File: src/hdl/pspo_pkg.sv
// shared types and constants of the point set orientation block
`default_nettype none

package pspo_pkg;

    localparam int MaxPoints = 1024;
    localparam int MinPoints = 5;
    localparam int CntW = 11;
    localparam int SumW = 26;
    localparam int SqW = 42;

    localparam int DivNW = 52;
    localparam int DivDW = 21;
    localparam int SqrtW = 64;
    localparam int RootW = 32;

    localparam logic [1:0] StatOk = 2'd0;
    localparam logic [1:0] StatFew = 2'd1;
    localparam logic [1:0] StatOvf = 2'd2;

    localparam logic [1:0] RangeWrap360 = 2'd0;
    localparam logic [1:0] RangeWrapSym = 2'd1;
    localparam logic [1:0] RangeWrap180 = 2'd2;
    localparam logic [1:0] RangeRaw = 2'd3;

    localparam logic signed [16:0] Ang360 = 17'sd23040;
    localparam logic signed [16:0] Ang180 = 17'sd11520;
    localparam logic signed [21:0] Z90 = 22'sd368640;

    localparam logic [17:0] AtanTab [16] = '{
        18'd184320, 18'd108810, 18'd57492, 18'd29184, 18'd14649, 18'd7331, 18'd3667, 18'd1833,
        18'd917, 18'd458, 18'd229, 18'd115, 18'd57, 18'd29, 18'd14, 18'd7
    };

    typedef struct packed {
        logic signed [15:0] point_x;
        logic signed [15:0] point_y;
        logic               last_point;
    } point_t;

    typedef struct packed {
        logic signed [15:0] angle_deg;
        logic signed [15:0] center_x;
        logic signed [15:0] center_y;
        logic [15:0]        major_length;
        logic [15:0]        minor_length;
        logic [10:0]        point_count;
        logic [1:0]         status;
    } result_t;

    typedef struct packed {
        logic [CntW-1:0]        count;
        logic signed [SumW-1:0] sum_x;
        logic signed [SumW-1:0] sum_y;
        logic signed [SqW-1:0]  sum_xx;
        logic signed [SqW-1:0]  sum_yy;
        logic signed [SqW-1:0]  sum_xy;
        logic                   overflow;
    } sums_t;

endpackage

`default_nettype wire

File: src/hdl/pspo_fifo.sv
// two-entry queue of finished point sets
`default_nettype none

module pspo_fifo (
    input  logic            clk,
    input  logic            rst_n,
    input  logic            push,
    input  pspo_pkg::sums_t din,
    input  logic            pop,
    output pspo_pkg::sums_t dout,
    output logic            full,
    output logic            empty
);
    import pspo_pkg::*;

    sums_t      mem [2];
    logic       wr_ptr_reg, rd_ptr_reg;
    logic [1:0] fill_reg;

    always_ff @(posedge clk)
    begin
        if (push)
        begin
            mem[wr_ptr_reg] <= din;
        end
    end

    assign dout = mem[rd_ptr_reg];
    assign full = fill_reg == 2'd2;
    assign empty = fill_reg == 2'd0;

    always_ff @(posedge clk or negedge rst_n)
    begin
        if (!rst_n)
        begin
            wr_ptr_reg <= 1'b0;
            rd_ptr_reg <= 1'b0;
            fill_reg <= 2'd0;
        end
        else
        begin
            if (push)
            begin
                wr_ptr_reg <= ~wr_ptr_reg;
            end
            if (pop)
            begin
                rd_ptr_reg <= ~rd_ptr_reg;
            end
            if (push && !pop)
            begin
                fill_reg <= fill_reg + 2'd1;
            end
            else if (pop && !push)
            begin
                fill_reg <= fill_reg - 2'd1;
            end
        end
    end

endmodule

`default_nettype wire

File: config.mk
export PLATFORM = sky130hd
export DESIGN_NAME = pspo_fifo
export DESIGN_NICKNAME = d
export VERILOG_FILES = /design/src/hdl/pspo_pkg.sv /design/src/hdl/pspo_fifo.sv
export SDC_FILE = /design/constraint.sdc
export NUM_CORES = 1
export LEC_CHECK = 0
export BUFFER_PORTS_ARGS = -buffer_cell sky130_fd_sc_hd__buf_4
export CORE_AREA = 2 2 121 211
export CTS_BUF_LIST = sky130_fd_sc_hd__clkbuf_4 sky130_fd_sc_hd__clkbuf_8
export CTS_CLUSTER_SIZE = 40
export DETAILED_ROUTE_END_ITERATION = 8
export DIE_AREA = 0 0 123 213
export HOLD_SLACK_MARGIN = 0.03
export PLACE_DENSITY = 0.9
export SKIP_CTS_REPAIR_TIMING = 1
export SLEW_MARGIN = 5
export SYNTH_ARGS = -nofsm -noshare
export SYNTH_HDL_FRONTEND = slang
export SYNTH_SLANG_ARGS = --single-unit
File: constraint.sdc
create_clock -name clk -period 16.6 [get_ports clk]
set_input_delay 1.66 -clock clk [delete_from_list [all_inputs] [get_ports clk]]
set_output_delay 1.66 -clock clk [all_outputs]
set_load 0.02 [all_outputs]
==> qor.csv <==
metric,value,unit
max_slew_margin,22.45,%
cts-root-buf,clkbuf_8,
cpMostUsedCell,buf_4,
fin_crit_sh,27.81,%
synth_fp_nets,802,
finalMaxSlewViolations,0,
core_area,24530,um^2
critPathKind,flop to output pin,
start_util,57.13,%
die_h,213,um
netlist_area,14020,um^2
yosys_warnings,0,
rows,76,
drc,0,
synth_top_area_share,81.41,%
drt-initial-drc-count,505,
clock_sinks,384,
fin_skew,28.40,ps
grt_pass1_wl,44170,um
port_buffers,385,
hp-class,flop to flop,
grt_usage,23.31,%
startpoint_type,flop,
grt_pass1_vias,8008,
first_pass_iters,4,
io_pins,386,
die_w,123,um
cp.required,14940,ps
post-dp-hpwl,21000,um
crit_path_end_kind,output pin,
tns,0,ps
peakVddDrop,0.1425,mV
yosys-top-cells-area,"edfxtp_1 81%, mux2_2 15%, clkbuf_8 1.7%, dfrtp_1 0.71%, buf_6 0.32%",
synthCells,607,
arrival,2960,ps
worstMarginPinSlew,1163,ps
grt_overflow,0,
crit_fanout,77,
largest_reg_flops,380,
dpl_cell_area,17080,um^2
status,completed,
ys_types,12,
fin_ws,11980,ps
grt_antenna_before_repair,1,
critical_path_buf_inv_count,2,
vias,7425,
drive_gt1_share,62.50,%
finalSetupViolations,0,
clkSlewWorstSetupHoldPaths,70,ps
synth_largest_area_cell,edfxtp_1,
total_power,3.183,mW
area_growth,29.47,%
insertion_delay,580,ps
clock_path_buffers,3,
crit_family,buffers and inverters,
synth_seq_cells,384,
final_cells,1385,
post_drt_wl_per_cell,22.74,um
fin_area,18150,um^2
place_ws,12620,ps
yosysSeqAreaShare,82.13,%
cp_slowest_cell,buf_4,
cts_tree,built,
avgSynthCellArea,23.09,um^2
design.die.area,26200,um^2
cts_buffers,51,
period_needed,4616,ps
routed_wl,31500,um
grt_max_degree,84,
ant_nets,0,
via_per_inst,5.361,
hold_slack,542.2,ps
final_nets,1225,
htreeDepth,2,
final_util,73.96,%
power_density,175.4,nW/um^2
p_leak,6.863,nW
slowest_delay,860,ps
gp_congestion,0.8391,
rsz0062_at_grt,no,
path_cells,buf_4 -> mux2_2 -> buf_4,
hold_violations,0,
maxCapViolCount,0,
max_freq,216.6,MHz
dp.cells,1289,
==> routing by layer <==
layer	part of all wire [%]	vias up	global-route usage, %
met3	7.2	117	6.624
met4	6.2	0	13.99
met5	0	-	0.4032
li1	-	3280	-
met1	31	3656	23.11
met2	55	372	42.12
==> cell usage after synthesis <==
cell,n
edfxtp_1,380
mux2_2,190
clkbuf_8,17
buf_6,4
dfrtp_1,4
xor2_1,4
nor2_1,2
nor2b_1,2
and2_1,1
ha_1,1
inv_1,1
xnor2_1,1
==> cells in the final DEF, fill, tap and decap left out <==
master       n
buf_4      391
edfxtp_1   380
mux2_2     190
clkbuf_8    58
clkbuf_4    18
clkinv_1     9
clkinv_2     8
xor2_1       4
dfrtp_1      3
nor2_1       2
bufinv_16    2
diode_2      1
nor2b_1      1
inv_1        1
and2_4       1
nor2b_4      1
xnor2_1      1
ha_1         1
dfrtp_4      1
==> report_power, final <==
| part | switching [mW] | leakage (nW) | internal, mW | total (mW) |
|---|---|---|---|---|
| combinational | 0.621 | 2.68 | 0.488 | 1.11 |
| sequential | 0.0650 | 3.61 | 1.29 | 1.35 |
| clock | 0.328 | 0.573 | 0.391 | 0.720 |
| total | 1.01 | 6.86 | 2.17 | 3.18 |
==> logic make-up after synthesis <==
family        synth area share, %
buf+inv                     2.017
mux                         15.27
flops                       82.13
simple gates               0.1875
xor+xnor                   0.3124
fa+ha+maj                 0.08926
==> final timing paths <==
path                             start     endpoint  slack [ps]  depth (start not counted)
hold / removal             fill_reg[1]  fill_reg[1]         540                          1
setup reg to reg            wr_ptr_reg   mem[0][98]       13920                          2
min in group asynchronous        rst_n  fill_reg[0]         860                          1
hold reg to reg            fill_reg[1]  fill_reg[1]         540                          1
setup / recovery            rd_ptr_reg    dout[158]       11980                          3
max in group asynchronous        rst_n   rd_ptr_reg       15630                          1
==> final cells by class <==
cell class / instances / area, um^2
clock inverter: 19 / 133.9
sequential: 384 / 11510
tap: 312 / 390.4
antenna: 1 / 2.502
inverter: 1 / 3.754
multi-input combinational: 201 / 2232
fill: 1312 / 6387
timing repair buffer: 391 / 2935
clock buffer: 76 / 933.4
Power figures use the tool's default switching activity.
