### src/hdl/pspo_pkg.sv
// shared types and constants of the point set orientation block
`default_nettype none

package pspo_pkg;

    localparam int MaxPoints = 1024;
    localparam int MinPoints = 5;
    localparam int CntW = 11;
    localparam int SumW = 26;
    localparam int SqW = 42;

    localparam int DivNW = 52;
    localparam int DivDW = 21;
    localparam int SqrtW = 64;
    localparam int RootW = 32;

    localparam logic [1:0] StatOk = 2'd0;
    localparam logic [1:0] StatFew = 2'd1;
    localparam logic [1:0] StatOvf = 2'd2;

    localparam logic [1:0] RangeWrap360 = 2'd0;
    localparam logic [1:0] RangeWrapSym = 2'd1;
    localparam logic [1:0] RangeWrap180 = 2'd2;
    localparam logic [1:0] RangeRaw = 2'd3;

    localparam logic signed [16:0] Ang360 = 17'sd23040;
    localparam logic signed [16:0] Ang180 = 17'sd11520;
    localparam logic signed [21:0] Z90 = 22'sd368640;

    localparam logic [17:0] AtanTab [16] = '{
        18'd184320, 18'd108810, 18'd57492, 18'd29184, 18'd14649, 18'd7331, 18'd3667, 18'd1833,
        18'd917, 18'd458, 18'd229, 18'd115, 18'd57, 18'd29, 18'd14, 18'd7
    };

    typedef struct packed {
        logic signed [15:0] point_x;
        logic signed [15:0] point_y;
        logic               last_point;
    } point_t;

    typedef struct packed {
        logic signed [15:0] angle_deg;
        logic signed [15:0] center_x;
        logic signed [15:0] center_y;
        logic [15:0]        major_length;
        logic [15:0]        minor_length;
        logic [10:0]        point_count;
        logic [1:0]         status;
    } result_t;

    typedef struct packed {
        logic [CntW-1:0]        count;
        logic signed [SumW-1:0] sum_x;
        logic signed [SumW-1:0] sum_y;
        logic signed [SqW-1:0]  sum_xx;
        logic signed [SqW-1:0]  sum_yy;
        logic signed [SqW-1:0]  sum_xy;
        logic                   overflow;
    } sums_t;

endpackage

`default_nettype wire

### src/hdl/pspo_front.sv
// point accumulator: count, first and second order sums
`default_nettype none

module pspo_front (
    input  logic             clk,
    input  logic             rst_n,
    input  logic             take,
    input  pspo_pkg::point_t point,
    output logic             push,
    output pspo_pkg::sums_t  sums
);
    import pspo_pkg::*;

    logic [CntW-1:0]        count_reg;
    logic signed [SumW-1:0] sum_x_reg, sum_y_reg;
    logic signed [SqW-1:0]  sum_xx_reg, sum_yy_reg, sum_xy_reg;
    logic                   overflow_reg;
    logic signed [31:0]     xx, yy, xy;
    logic                   room;

    assign xx = point.point_x * point.point_x;
    assign yy = point.point_y * point.point_y;
    assign xy = point.point_x * point.point_y;
    assign room = count_reg < CntW'(MaxPoints);

    always_comb
    begin
        sums.count = room ? count_reg + CntW'(1) : count_reg;
        sums.sum_x = room ? sum_x_reg + SumW'(point.point_x) : sum_x_reg;
        sums.sum_y = room ? sum_y_reg + SumW'(point.point_y) : sum_y_reg;
        sums.sum_xx = room ? sum_xx_reg + SqW'(xx) : sum_xx_reg;
        sums.sum_yy = room ? sum_yy_reg + SqW'(yy) : sum_yy_reg;
        sums.sum_xy = room ? sum_xy_reg + SqW'(xy) : sum_xy_reg;
        sums.overflow = overflow_reg | ~room;
    end

    assign push = take & point.last_point;

    always_ff @(posedge clk or negedge rst_n)
    begin
        if (!rst_n)
        begin
            count_reg <= '0;
            sum_x_reg <= '0;
            sum_y_reg <= '0;
            sum_xx_reg <= '0;
            sum_yy_reg <= '0;
            sum_xy_reg <= '0;
            overflow_reg <= 1'b0;
        end
        else if (take)
        begin
            if (point.last_point)
            begin
                count_reg <= '0;
                sum_x_reg <= '0;
                sum_y_reg <= '0;
                sum_xx_reg <= '0;
                sum_yy_reg <= '0;
                sum_xy_reg <= '0;
                overflow_reg <= 1'b0;
            end
            else
            begin
                count_reg <= sums.count;
                sum_x_reg <= sums.sum_x;
                sum_y_reg <= sums.sum_y;
                sum_xx_reg <= sums.sum_xx;
                sum_yy_reg <= sums.sum_yy;
                sum_xy_reg <= sums.sum_xy;
                overflow_reg <= sums.overflow;
            end
        end
    end

endmodule

`default_nettype wire

### config.mk
export PLATFORM = sky130hd
export DESIGN_NAME = pspo_front
export DESIGN_NICKNAME = d
export VERILOG_FILES = /design/src/hdl/pspo_pkg.sv /design/src/hdl/pspo_front.sv
export SDC_FILE = /design/constraint.sdc
export NUM_CORES = 2
export LEC_CHECK = 0
export BUFFER_PORTS_ARGS = -buffer_cell sky130_fd_sc_hd__buf_4
export CORE_ASPECT_RATIO = 0.6
export CORE_UTILIZATION = 60
export CTS_CLUSTER_SIZE = 28
export DETAILED_ROUTE_END_ITERATION = 16
export GPL_ROUTABILITY_DRIVEN = 0
export MAX_ROUTING_LAYER = met4
export PLACE_DENSITY = 0.83
export SYNTH_ARGS = -nofsm -noshare
export SYNTH_HDL_FRONTEND = slang
export SYNTH_SLANG_ARGS = --single-unit
export TNS_END_PERCENT = 10
### constraint.sdc
create_clock -name clk -period 18.6 [get_ports clk]
set_input_delay 1.86 -clock clk [delete_from_list [all_inputs] [get_ports clk]]
set_output_delay 1.86 -clock clk [all_outputs]
set_load 0.01 [all_outputs]
==> run_results.csv <==
group,metric,value,unit
synth,yosys_warnings,0,
timing,slew_viol_final,0,
timing,skew,0.02468,ns
final_layout,area.sequential,4758,um^2
clocking,cts_setup_buffers,0,
floorplanning,ioPinCount,227,
route,drc,0,
timing,timing.fmax,78.86,MHz
final_layout,drive_gt1_share,6.980,%
clocking,cts_sinks,190,
route,drt_first_iter_violations,3867,
worst_setup_path,path_common_cell,"fa_1",
final_layout,multi_input_area,37460,um^2
worst_setup_path,cp-end-kind,"primary output",
final_layout,area_delta_synth_final,6.389,%
final_layout,stdcell_count,6358,
route,wirelength,132000,um
synth,synth.area.top_cells,"fa_1, ha_1, dfrtp_1",
worst_setup_path,worstPathArrival,10.82,ns
grt,antenna_found_initial,2,
synth,synth.most_common_cell,"inv_1",
grt,grt_pass1_vias,38450,
synth,ys_seq_elements,190,
floorplanning,die_w,366.0,um
timing,rsz0062_at_grt,"no",
floorplanning,initial_core_util,61.07,%
grt,grt_max_degree,94,
worst_setup_path,path_cells,"buf_4, and2_1, fa_1, inv_1, fa_1, fa_1, fa_1, fa_1, fa_1, inv_1, ha_1, inv_1, o21bai_1, a21oi_1, nand4_1, a211oi_1, o31ai_1, a21o_1, a21oi_1, xnor2_1, mux2_2, buf_4",
synth,ys.flop_type,"dfrtp_1",
hold_path,hold_path_class,"flip-flop to flip-flop",
timing,fin_crit_sh,68.17,%
clocking,htree_levels,4,
grt,grt_pass1_wl,213300,um
worst_setup_path,cp-startpoint,"point[32]",
synth,synth_seq_area_share,9.970,%
final_layout,nNetsFinal,6720,
route,drt_pass1_iterations,7,
timing,finalSetupViolCount,0,
worst_setup_path,timing.rr.start,"sum_xy_reg[15]$_DFFE_PN0P_",
synth,syn_nets,6666,
clocking,cts_tree,"done",
grt,grt.total_usage,35.37,%
timing,finalHoldViolCount,0,
worst_setup_path,cpMaxStageDelayCell,"a211oi_1",
place,io_buffers,226,
clocking,clk_latency,0.57,ns
timing,min_period,12.68,ns
flow_run,cap_violations,0,
final_layout,nFillCells,6125,
clocking,ctsRootBufferMaster,"clkbuf_16",
clocking,cts_buffers,17,
place,placed_cells,6322,
timing,tns,0,ns
synth,avgSynthCellArea,9.111,um^2
synth,synth_edf_count,0,
synth,synth.distinct_cells,77,
floorplanning,core_area,78090,um^2
timing,worst-slew-pin-transition,1.297,ns
worst_setup_path,cp.required,16.74,ns
worst_setup_path,start_kind,"input pin",
route,route.vias.total,37410,
status,status,"finished, final reports clean",
route,viasPerCell,5.883,
grt,overflow,0,
floorplanning,dieArea,80650,um^2
synth,synth_top_area_cell,"fa_1",
worst_setup_path,crit_type,"input pin to primary output",
worst_setup_path,cp_num_buf_inv,5,
synth,synth_top_area_share,39.88,%
clocking,max-clock-path-buffers,2,
clocking,path_clk_slew,0.10,ns
synth,synthCells,5234,
worst_setup_path,critPathMaxStageDelay,1.17,ns
hold_path,hp-start,"overflow_reg$_DFFE_PN0P_",
synth,synth_area,47690,um^2
route,ant_nets,0,
place,dp_hpwl,100600,um
route,routedWlPerCell,20.76,um
synth,synth-async-reset-ratio,100.0,%
floorplanning,dieHeight,220.4,um
clocking,ctsHoldBuffers,0,
worst_setup_path,crit_family,"adder cells",
worst_setup_path,cp_max_fo,57,
synth,synthTopCellsByCount,"inv_1, fa_1, nand2_1",
timing,maxSlewHeadroom,13.01,%
clocking,cts-resized-gates,0,
worst_setup_path,r2r_slack,11.79,ns
floorplanning,rows,79,
path summary, 6_finish.rpt:
check | to | cells after the start
worst min-delay path | overflow_reg$_DFFE_PN0P_ | 2
worst max-delay path | sums[126] | 22
min in group asynchronous | sum_yy_reg[4]$_DFFE_PN0P_ | 1
worst min register to register | overflow_reg$_DFFE_PN0P_ | 2
worst max register to register | sum_xy_reg[37]$_DFFE_PN0P_ | 19
max in group asynchronous | count_reg[10]$_DFFE_PN0P_ | 2
metrics by stage:
step	cell area [um^2]	hold WS [ns]	setup WS [ns]	util [%]
2_1_floorplan	47690	0.4545	8.316	-
3_3_place_gp	50100	0.4683	6.379	64.16
3_5_place_dp	50100	0.4801	6.293	64.16
4_1_cts	50730	0.5065	6.266	64.96
5_1_grt	50730	0.5381	5.574	64.97
6_report	50740	0.5082	5.920	64.97
cell usage in the layout (no fill, tap or decap), types with 17 or more instances in the layout:
master,n
nand2b_1,21
buf_4,247
and2_1,166
nor2_1,161
a31oi_1,33
nand2_1,563
xnor2_1,128
xor2_1,76
inv_1,1240
a21o_1,91
mux2_2,33
a211oi_1,24
nand4_1,17
o31ai_1,17
nand3_1,45
a21oi_1,142
a22o_1,121
nor3_1,17
clkbuf_16,17
ha_1,446
o21a_1,23
nor2b_1,23
fa_1,950
o21bai_1,32
dfrtp_1,189
o21ai_0,277
logic make-up after synthesis:
| logic type | synth area share, % |
|---|---|
| flops | 9.970 |
| mux | 0.8842 |
| fa+ha+maj | 51.58 |
| xor+xnor | 3.747 |
| simple gates | 10.20 |
| compound gates | 12.10 |
| buf+inv | 11.52 |
final cells by class:
type | instances | share of cell area, %
Multi-Input combinational cell | 3582 | 73.84
Sequential cell | 190 | 9.379
Inverter | 1249 | 9.250
Timing Repair Buffer | 248 | 3.684
Tap cell | 1053 | 2.597
Clock buffer | 17 | 0.8385
Clock inverter | 15 | 0.3946
Antenna cell | 4 | 0.01973
worst reg2reg max path, cell delays in order, from the launching register on:
cell and delay (ns):
dfrtp_1 0.37, inv_1 0.13, fa_1 0.57, inv_1 0.07, fa_1 0.43, fa_1 0.52
fa_1 0.56, inv_1 0.06, fa_1 0.48, inv_1 0.05, ha_1 0.37, nand3_1 0.12
or2_2 0.35, a311oi_1 0.93, o21ai_0 0.28, a31oi_1 0.69, a311oi_1 0.23, xor2_1 0.22
o21ai_1 0.10, a22o_1 0.19
layer usage:
layer / GRT usage [%] / share of wire [%]
met5: - / 0
met4: 10.03 / 2.8
met3: 12.45 / 14
met2: 49.68 / 42
met1: 48.34 / 41
Power is left out: the tool's default activity adds up to more than one toggle a clock period on the data nets, which glitch-free logic cannot reach.
